## src/design/aes_pkg.sv

```systemverilog
// AES-256 package: types, S-box and round helpers
`timescale 1ns / 1ps
package aes_pkg;
	localparam int unsigned BLOCK_W = 128;
	localparam int unsigned WORD_W = 64;
	localparam int unsigned KEY_REGS = 4;
	localparam int unsigned ROUNDS = 14;
	localparam logic [1:0] REG_KEY0 = 2'd0;
	localparam logic [1:0] REG_KEY1 = 2'd1;
	localparam logic [1:0] REG_KEY2 = 2'd2;
	localparam logic [1:0] REG_KEY3 = 2'd3;
	localparam logic [7:0] RCON_INIT = 8'h01;
	localparam logic [7:0] XTIME_POLY = 8'h1b;

	typedef logic [BLOCK_W-1:0] block_t;
	typedef logic [WORD_W-1:0] word_t;
	typedef logic [1:0] reg_idx_t;

	localparam logic [7:0] SBOX [256] = '{
	8'h63,8'h7c,8'h77,8'h7b,8'hf2,8'h6b,8'h6f,8'hc5,8'h30,8'h01,8'h67,8'h2b,8'hfe,8'hd7,8'hab,8'h76,
	8'hca,8'h82,8'hc9,8'h7d,8'hfa,8'h59,8'h47,8'hf0,8'had,8'hd4,8'ha2,8'haf,8'h9c,8'ha4,8'h72,8'hc0,
	8'hb7,8'hfd,8'h93,8'h26,8'h36,8'h3f,8'hf7,8'hcc,8'h34,8'ha5,8'he5,8'hf1,8'h71,8'hd8,8'h31,8'h15,
	8'h04,8'hc7,8'h23,8'hc3,8'h18,8'h96,8'h05,8'h9a,8'h07,8'h12,8'h80,8'he2,8'heb,8'h27,8'hb2,8'h75,
	8'h09,8'h83,8'h2c,8'h1a,8'h1b,8'h6e,8'h5a,8'ha0,8'h52,8'h3b,8'hd6,8'hb3,8'h29,8'he3,8'h2f,8'h84,
	8'h53,8'hd1,8'h00,8'hed,8'h20,8'hfc,8'hb1,8'h5b,8'h6a,8'hcb,8'hbe,8'h39,8'h4a,8'h4c,8'h58,8'hcf,
	8'hd0,8'hef,8'haa,8'hfb,8'h43,8'h4d,8'h33,8'h85,8'h45,8'hf9,8'h02,8'h7f,8'h50,8'h3c,8'h9f,8'ha8,
	8'h51,8'ha3,8'h40,8'h8f,8'h92,8'h9d,8'h38,8'hf5,8'hbc,8'hb6,8'hda,8'h21,8'h10,8'hff,8'hf3,8'hd2,
	8'hcd,8'h0c,8'h13,8'hec,8'h5f,8'h97,8'h44,8'h17,8'hc4,8'ha7,8'h7e,8'h3d,8'h64,8'h5d,8'h19,8'h73,
	8'h60,8'h81,8'h4f,8'hdc,8'h22,8'h2a,8'h90,8'h88,8'h46,8'hee,8'hb8,8'h14,8'hde,8'h5e,8'h0b,8'hdb,
	8'he0,8'h32,8'h3a,8'h0a,8'h49,8'h06,8'h24,8'h5c,8'hc2,8'hd3,8'hac,8'h62,8'h91,8'h95,8'he4,8'h79,
	8'he7,8'hc8,8'h37,8'h6d,8'h8d,8'hd5,8'h4e,8'ha9,8'h6c,8'h56,8'hf4,8'hea,8'h65,8'h7a,8'hae,8'h08,
	8'hba,8'h78,8'h25,8'h2e,8'h1c,8'ha6,8'hb4,8'hc6,8'he8,8'hdd,8'h74,8'h1f,8'h4b,8'hbd,8'h8b,8'h8a,
	8'h70,8'h3e,8'hb5,8'h66,8'h48,8'h03,8'hf6,8'h0e,8'h61,8'h35,8'h57,8'hb9,8'h86,8'hc1,8'h1d,8'h9e,
	8'he1,8'hf8,8'h98,8'h11,8'h69,8'hd9,8'h8e,8'h94,8'h9b,8'h1e,8'h87,8'he9,8'hce,8'h55,8'h28,8'hdf,
	8'h8c,8'ha1,8'h89,8'h0d,8'hbf,8'he6,8'h42,8'h68,8'h41,8'h99,8'h2d,8'h0f,8'hb0,8'h54,8'hbb,8'h16
	};

	// byte n of a block sits at bits 127-8n : 120-8n
	function automatic logic [7:0] get_byte(input block_t b, input int n);
		return b[BLOCK_W-1-8*n -: 8];
	endfunction

	function automatic logic [7:0] xtime(input logic [7:0] b);
		return {b[6:0], 1'b0} ^ (b[7] ? XTIME_POLY : 8'h00);
	endfunction

	function automatic logic [31:0] sub_word(input logic [31:0] w);
		return {SBOX[w[31:24]], SBOX[w[23:16]], SBOX[w[15:8]], SBOX[w[7:0]]};
	endfunction

	function automatic block_t sub_shift(input block_t s);
		block_t t;
		for (int c = 0; c < 4; c++)
			for (int r = 0; r < 4; r++)
				t[BLOCK_W-1-8*(r+4*c) -: 8] = SBOX[get_byte(s, r + 4 * ((c + r) % 4))];
		return t;
	endfunction

	function automatic block_t mix_columns(input block_t s);
		block_t t;
		logic [7:0] a0, a1, a2, a3, all;
		for (int c = 0; c < 4; c++) begin
			a0 = get_byte(s, 4*c);
			a1 = get_byte(s, 4*c+1);
			a2 = get_byte(s, 4*c+2);
			a3 = get_byte(s, 4*c+3);
			all = a0 ^ a1 ^ a2 ^ a3;
			t[BLOCK_W-1-8*(4*c) -: 8] = a0 ^ all ^ xtime(a0 ^ a1);
			t[BLOCK_W-1-8*(4*c+1) -: 8] = a1 ^ all ^ xtime(a1 ^ a2);
			t[BLOCK_W-1-8*(4*c+2) -: 8] = a2 ^ all ^ xtime(a2 ^ a3);
			t[BLOCK_W-1-8*(4*c+3) -: 8] = a3 ^ all ^ xtime(a3 ^ a0);
		end
		return t;
	endfunction
endpackage

```

## src/design/aes_key_sched.sv

```systemverilog
// AES-256 key expansion: one schedule step per cycle after a key write or reset
`timescale 1ns / 1ps
module aes_key_sched (
	input logic clk,
	input logic arst_n,
	input logic cfg_we,
	input aes_pkg::reg_idx_t cfg_idx,
	input aes_pkg::word_t cfg_data,
	output logic busy,
	output aes_pkg::block_t round_key [aes_pkg::ROUNDS+1]
);
	import aes_pkg::*;

	// 60 schedule words, held as 15 round keys; rebuilt one word per step
	localparam int unsigned SCHED_WORDS = 4 * (ROUNDS + 1);
	localparam int unsigned STEP_W = $clog2(SCHED_WORDS);

	logic [255:0] key_q;
	logic [255:0] key_d;
	logic [31:0] w_q [SCHED_WORDS];
	// last eight schedule words, oldest at index 0
	logic [31:0] win_q [8];
	logic [STEP_W-1:0] idx_q;
	logic [7:0] rcon_q;
	logic busy_q;
	logic [31:0] t, nw;

	always_comb begin
		key_d = key_q;
		unique case (cfg_idx)
			REG_KEY0: key_d[255:192] = cfg_data;
			REG_KEY1: key_d[191:128] = cfg_data;
			REG_KEY2: key_d[127:64] = cfg_data;
			REG_KEY3: key_d[63:0] = cfg_data;
		endcase
	end

	always_comb begin
		t = win_q[7];
		if (idx_q[2:0] == 3'd0)
			t = sub_word({t[23:0], t[31:24]}) ^ {rcon_q, 24'd0};
		else if (idx_q[2:0] == 3'd4)
			t = sub_word(t);
		nw = win_q[0] ^ t;
	end

	// a zero key at reset needs its schedule built too, so start busy
	always_ff @(posedge clk or negedge arst_n) begin
		if (!arst_n) begin
			key_q <= '0;
			for (int i = 0; i < 8; i++)
				win_q[i] <= '0;
			busy_q <= 1'b1;
			idx_q <= STEP_W'(8);
			rcon_q <= RCON_INIT;
		end else if (cfg_we) begin
			key_q <= key_d;
			for (int i = 0; i < 8; i++)
				win_q[i] <= key_d[255-32*i -: 32];
			busy_q <= 1'b1;
			idx_q <= STEP_W'(8);
			rcon_q <= RCON_INIT;
		end else if (busy_q) begin
			for (int i = 0; i < 7; i++)
				win_q[i] <= win_q[i+1];
			win_q[7] <= nw;
			idx_q <= idx_q + STEP_W'(1);
			if (idx_q[2:0] == 3'd0)
				rcon_q <= xtime(rcon_q);
			if (idx_q == STEP_W'(SCHED_WORDS - 1))
				busy_q <= 1'b0;
		end
	end

	always_ff @(posedge clk) begin
		for (int i = 0; i < 8; i++)
			w_q[i] <= key_q[255-32*i -: 32];
		if (busy_q && !cfg_we)
			w_q[idx_q] <= nw;
	end

	assign busy = busy_q;

	always_comb
		for (int r = 0; r <= ROUNDS; r++)
			round_key[r] = {w_q[4*r], w_q[4*r+1], w_q[4*r+2], w_q[4*r+3]};
endmodule

```

## config.mk

```make
export PLATFORM = sky130hd
export DESIGN_NAME = aes_key_sched
export DESIGN_NICKNAME = d
export VERILOG_FILES = /design/src/design/aes_pkg.sv /design/src/design/aes_key_sched.sv
export SDC_FILE = /design/constraint.sdc
export NUM_CORES = 2
export LEC_CHECK = 0
export BUFFER_PORTS_ARGS = -buffer_cell sky130_fd_sc_hd__buf_2
export CORE_AREA = 5 5 763 765
export DETAILED_ROUTE_END_ITERATION = 16
export DIE_AREA = 0 0 768 770
export HOLD_SLACK_MARGIN = 0.15
export PLACE_DENSITY = 0.31
export SLEW_MARGIN = 15
export SYNTH_ARGS = -nofsm -noshare
export SYNTH_HDL_FRONTEND = slang
export SYNTH_SLANG_ARGS = --single-unit
```

## constraint.sdc

```tcl
create_clock -name clk -period 7.6 [get_ports clk]
set_input_delay 1.14 -clock clk [delete_from_list [all_inputs] [get_ports clk]]
set_output_delay 1.14 -clock clk [all_outputs]
set_load 0.005 [all_outputs]
```

==> results.cfg <==
[worst_hold_path]
hold_class = in -> async

[synth]
synth_top_family_by_area = compound AO/OA/AOI/OAI gates
ys_ff_latch = 2447
ys_seq_area_share_pct = 69.21
synth_area_leaders = edfxtp_1, dfrtp_1, dfxtp_1
netlist_area_um2 = 98660
synth-simple-area-share_pct = 7.958
post_synth.cell_area_avg_um2 = 14.04
synth_warnings = 0
synth_mux_area_share_pct = 8.073
yosysTopAreaCellShare_pct = 50.65
synthCells = 7025
syn_nets = 7156
synth_area_leader_cell = edfxtp_1
synth_compound_area_share_pct = 10.82
yosysMostFrequentCell = edfxtp_1
synth_xor_area_share_pct = 0.6011
synth_edf_count = 1664
ys.flop_type = edfxtp_1
ys_top_cells_by_count = edfxtp_1, dfrtp_1, nand2_1
yosys.cell_types.count = 102
async_flop_share_pct = 21.54
synthAdderAreaFrac_pct = 0.7863

[cts]
cts.clk_slew.worst_paths_ps = 60
clock_sinks = 2447
clk_path_buf_depth = 4
cts_made_buffers = 302
postCtsHoldBufs = 0
cts_resized = 0
cts_tree = built
root_buffer = clkbuf_16
htreeDepth = 5
cts_post_setup_buffers_inserted = 0
clkLatencyLatePin_ps = 1000

[drt]
route.detailed.drc = 0
ant_nets = 0
drt_first_iter_violations = 6701
wl_met2_mm = 318.7
wl_met3_mm = 39.22
dr.max_layer_used = met5
wl_per_cell_um = 37.40
vias = 75374
drt-met1-wl_mm = 254.6
wl_mm = 637.6
via_per_inst = 4.422
dr.pass1.iters = 5

[global_route]
grt_pass1_wl_mm = 815.7
track_usage_pct = 20.54
overflow = 0
grt_pass1_vias = 74551
grt_antenna_before_repair = 112
grt_max_degree = 171

[timing]
grt_setup_unrepaired = no
fmax_mhz = 161.5
hold_slack_ps = 230.5
finalSetupViolCount = 0
fin_skew_ps = 116.5
fin_crit_sh_pct = 81.47
maxSlewViolCount = 0
hold_viol = 0
tns_ps = 0
timing.final.ws_setup_ps = 1408
final.min_clock_period_ps = 6192
worstMarginPinSlew_ps = 1246
timing.slew.headroom_pct = 16.04

[power]
p_comb_share_pct = 40.6
seq_power_share_pct = 33.7
powerDensity_nw_per_um2 = 439.2
p_int_mw = 31.94
total_power_mw = 57.11
vdd_drop_max_mv = 0.4239
p_leak_nw = 47.85
switching_share_pct = 44.07
clockPowerShare_pct = 25.7
p_switching_mw = 25.17

[run]
cap_viol_max_count = 0

[critical_path]
critPathSlowestCell = ha_1
reg2reg_slack_ps = 1410
worstPathMaxFanout = 50
endpoint_kind = flop
path_cells = inv_1 > ha_1 > and2_0 > o21ai_0 > o21ai_0 > a2111oi_0 > o22ai_1 > mux2_2 > mux2i_1 > xor2_2 > inv_6
cp.arrival_ps = 6560
path_common_cell = o21ai_0
crit_required_ps = 7960
start_kind = flop
reg2reg_depth = 11
crit_path_max_incr_delay_ps = 710
timing.rr.start = win_q[1]
reg2reg_to = w_q[31][10]
crit_type = reg -> reg

[floorplan]
ioPinCount = 1990
rows = 279
dieArea_um2 = 591400
coreArea_um2 = 574900
floorplan.initialDensity_pct = 17.16
dieWidth_um = 768
die_h_um = 770

[place]
hpwl_mm = 458.7
place_ws_ps = 1515
gp_congestion = 0.9043
io_buffers = 1989
place_area_um2 = 119900
post-place-cells = 16419

[cells_and_area]
multiInputGateArea_um2 = 28640
syn2layout_area_growth_pct = 31.81
post-route-util_pct = 22.62
final_area_um2 = 130000
nets = 9267
nFillCells = 61339
seq_area_um2 = 68330
drive_above_1_share_pct = 36.41
fin_cells = 17045

[outcome]
outcome = completed
## area by class of cell
| cell class | instances | area share [%] |
|---|---|---|
| Inverter | 79 | 0.2877 |
| Clock buffer | 390 | 6.288 |
| Tap cell | 7587 | 7.300 |
| Timing Repair Buffer | 2334 | 10.08 |
| Antenna cell | 74 | 0.1424 |
| Clock inverter | 162 | 1.339 |
| Multi-Input combinational cell | 3972 | 22.02 |
| Sequential cell | 2447 | 52.54 |
## worst max path at each step
stage	slack, ps	start	endpoint
final	1410	win_q[1]	w_q[31][10]
after global routing	1430	win_q[1]	w_q[31][10]
after CTS	1510	win_q[1]	w_q[31][10]
after detailed placement	1510	win_q[1]	w_q[36][10]
after global placement	1380	win_q[1]	w_q[58][10]
after floorplan	2220	win_q[25]	w_q[10][25]
## routing by layer
| layer | GRT usage, % | vias up |
|---|---|---|
| met1 | 24.99 | 40317 |
| li1 | - | 30991 |
| met3 | 3.993 | 718 |
| met2 | 36.15 | 3312 |
| met5 | 0 | - |
| met4 | 6.970 | 36 |
## worst max-delay path: cells and delay by family (launching register included)
family	cells	cell delay, ps
AO/OA/AOI/OAI	4	1620
XOR/XNOR	1	550
adder cells (fa/ha/maj)	1	710
buffers and inverters	2	730
flip-flops	1	390
multiplexers	2	640
AND/OR/NAND/NOR	1	580
## registers in the layout, indices dropped and copies added, names as in the netlist
register and flops:
idx_q 6, w_q 1920, key_q 256, win_q 256
busy 1, rcon_q 8
## power by group through the flow
stage               Sequential (mW)  Combinational, mW  Clock [mW]
floorplan                      18.8               9.18           0
global placement               19.5               23.7           0
detailed placement             19.5               23.5           0
CTS                            19.3               23.6        15.1
global route                   19.3               24.1        15.7
finish                         19.3               23.2        14.7
## cells in the final DEF (no fill, tap or decap), types with 256 or more instances in the layout
cell type / n
clkbuf_16: 309
buf_2: 1987
dfxtp_1: 256
nor2b_1: 317
buf_4: 304
a21oi_1: 358
o21ai_0: 327
edfxtp_1: 1664
dfrtp_1: 504
nand2_1: 458
a211oi_1: 266
mux2_2: 375
## cells by family after synthesis
family | Yosys count
multiplexers | 681
flip-flops | 2447
AND/OR/NAND/NOR | 1571
AO/OA/AOI/OAI | 1598
XOR/XNOR | 60
buffers and inverters | 606
adder cells (fa/ha/maj) | 62
Power figures use the tool's default switching activity.
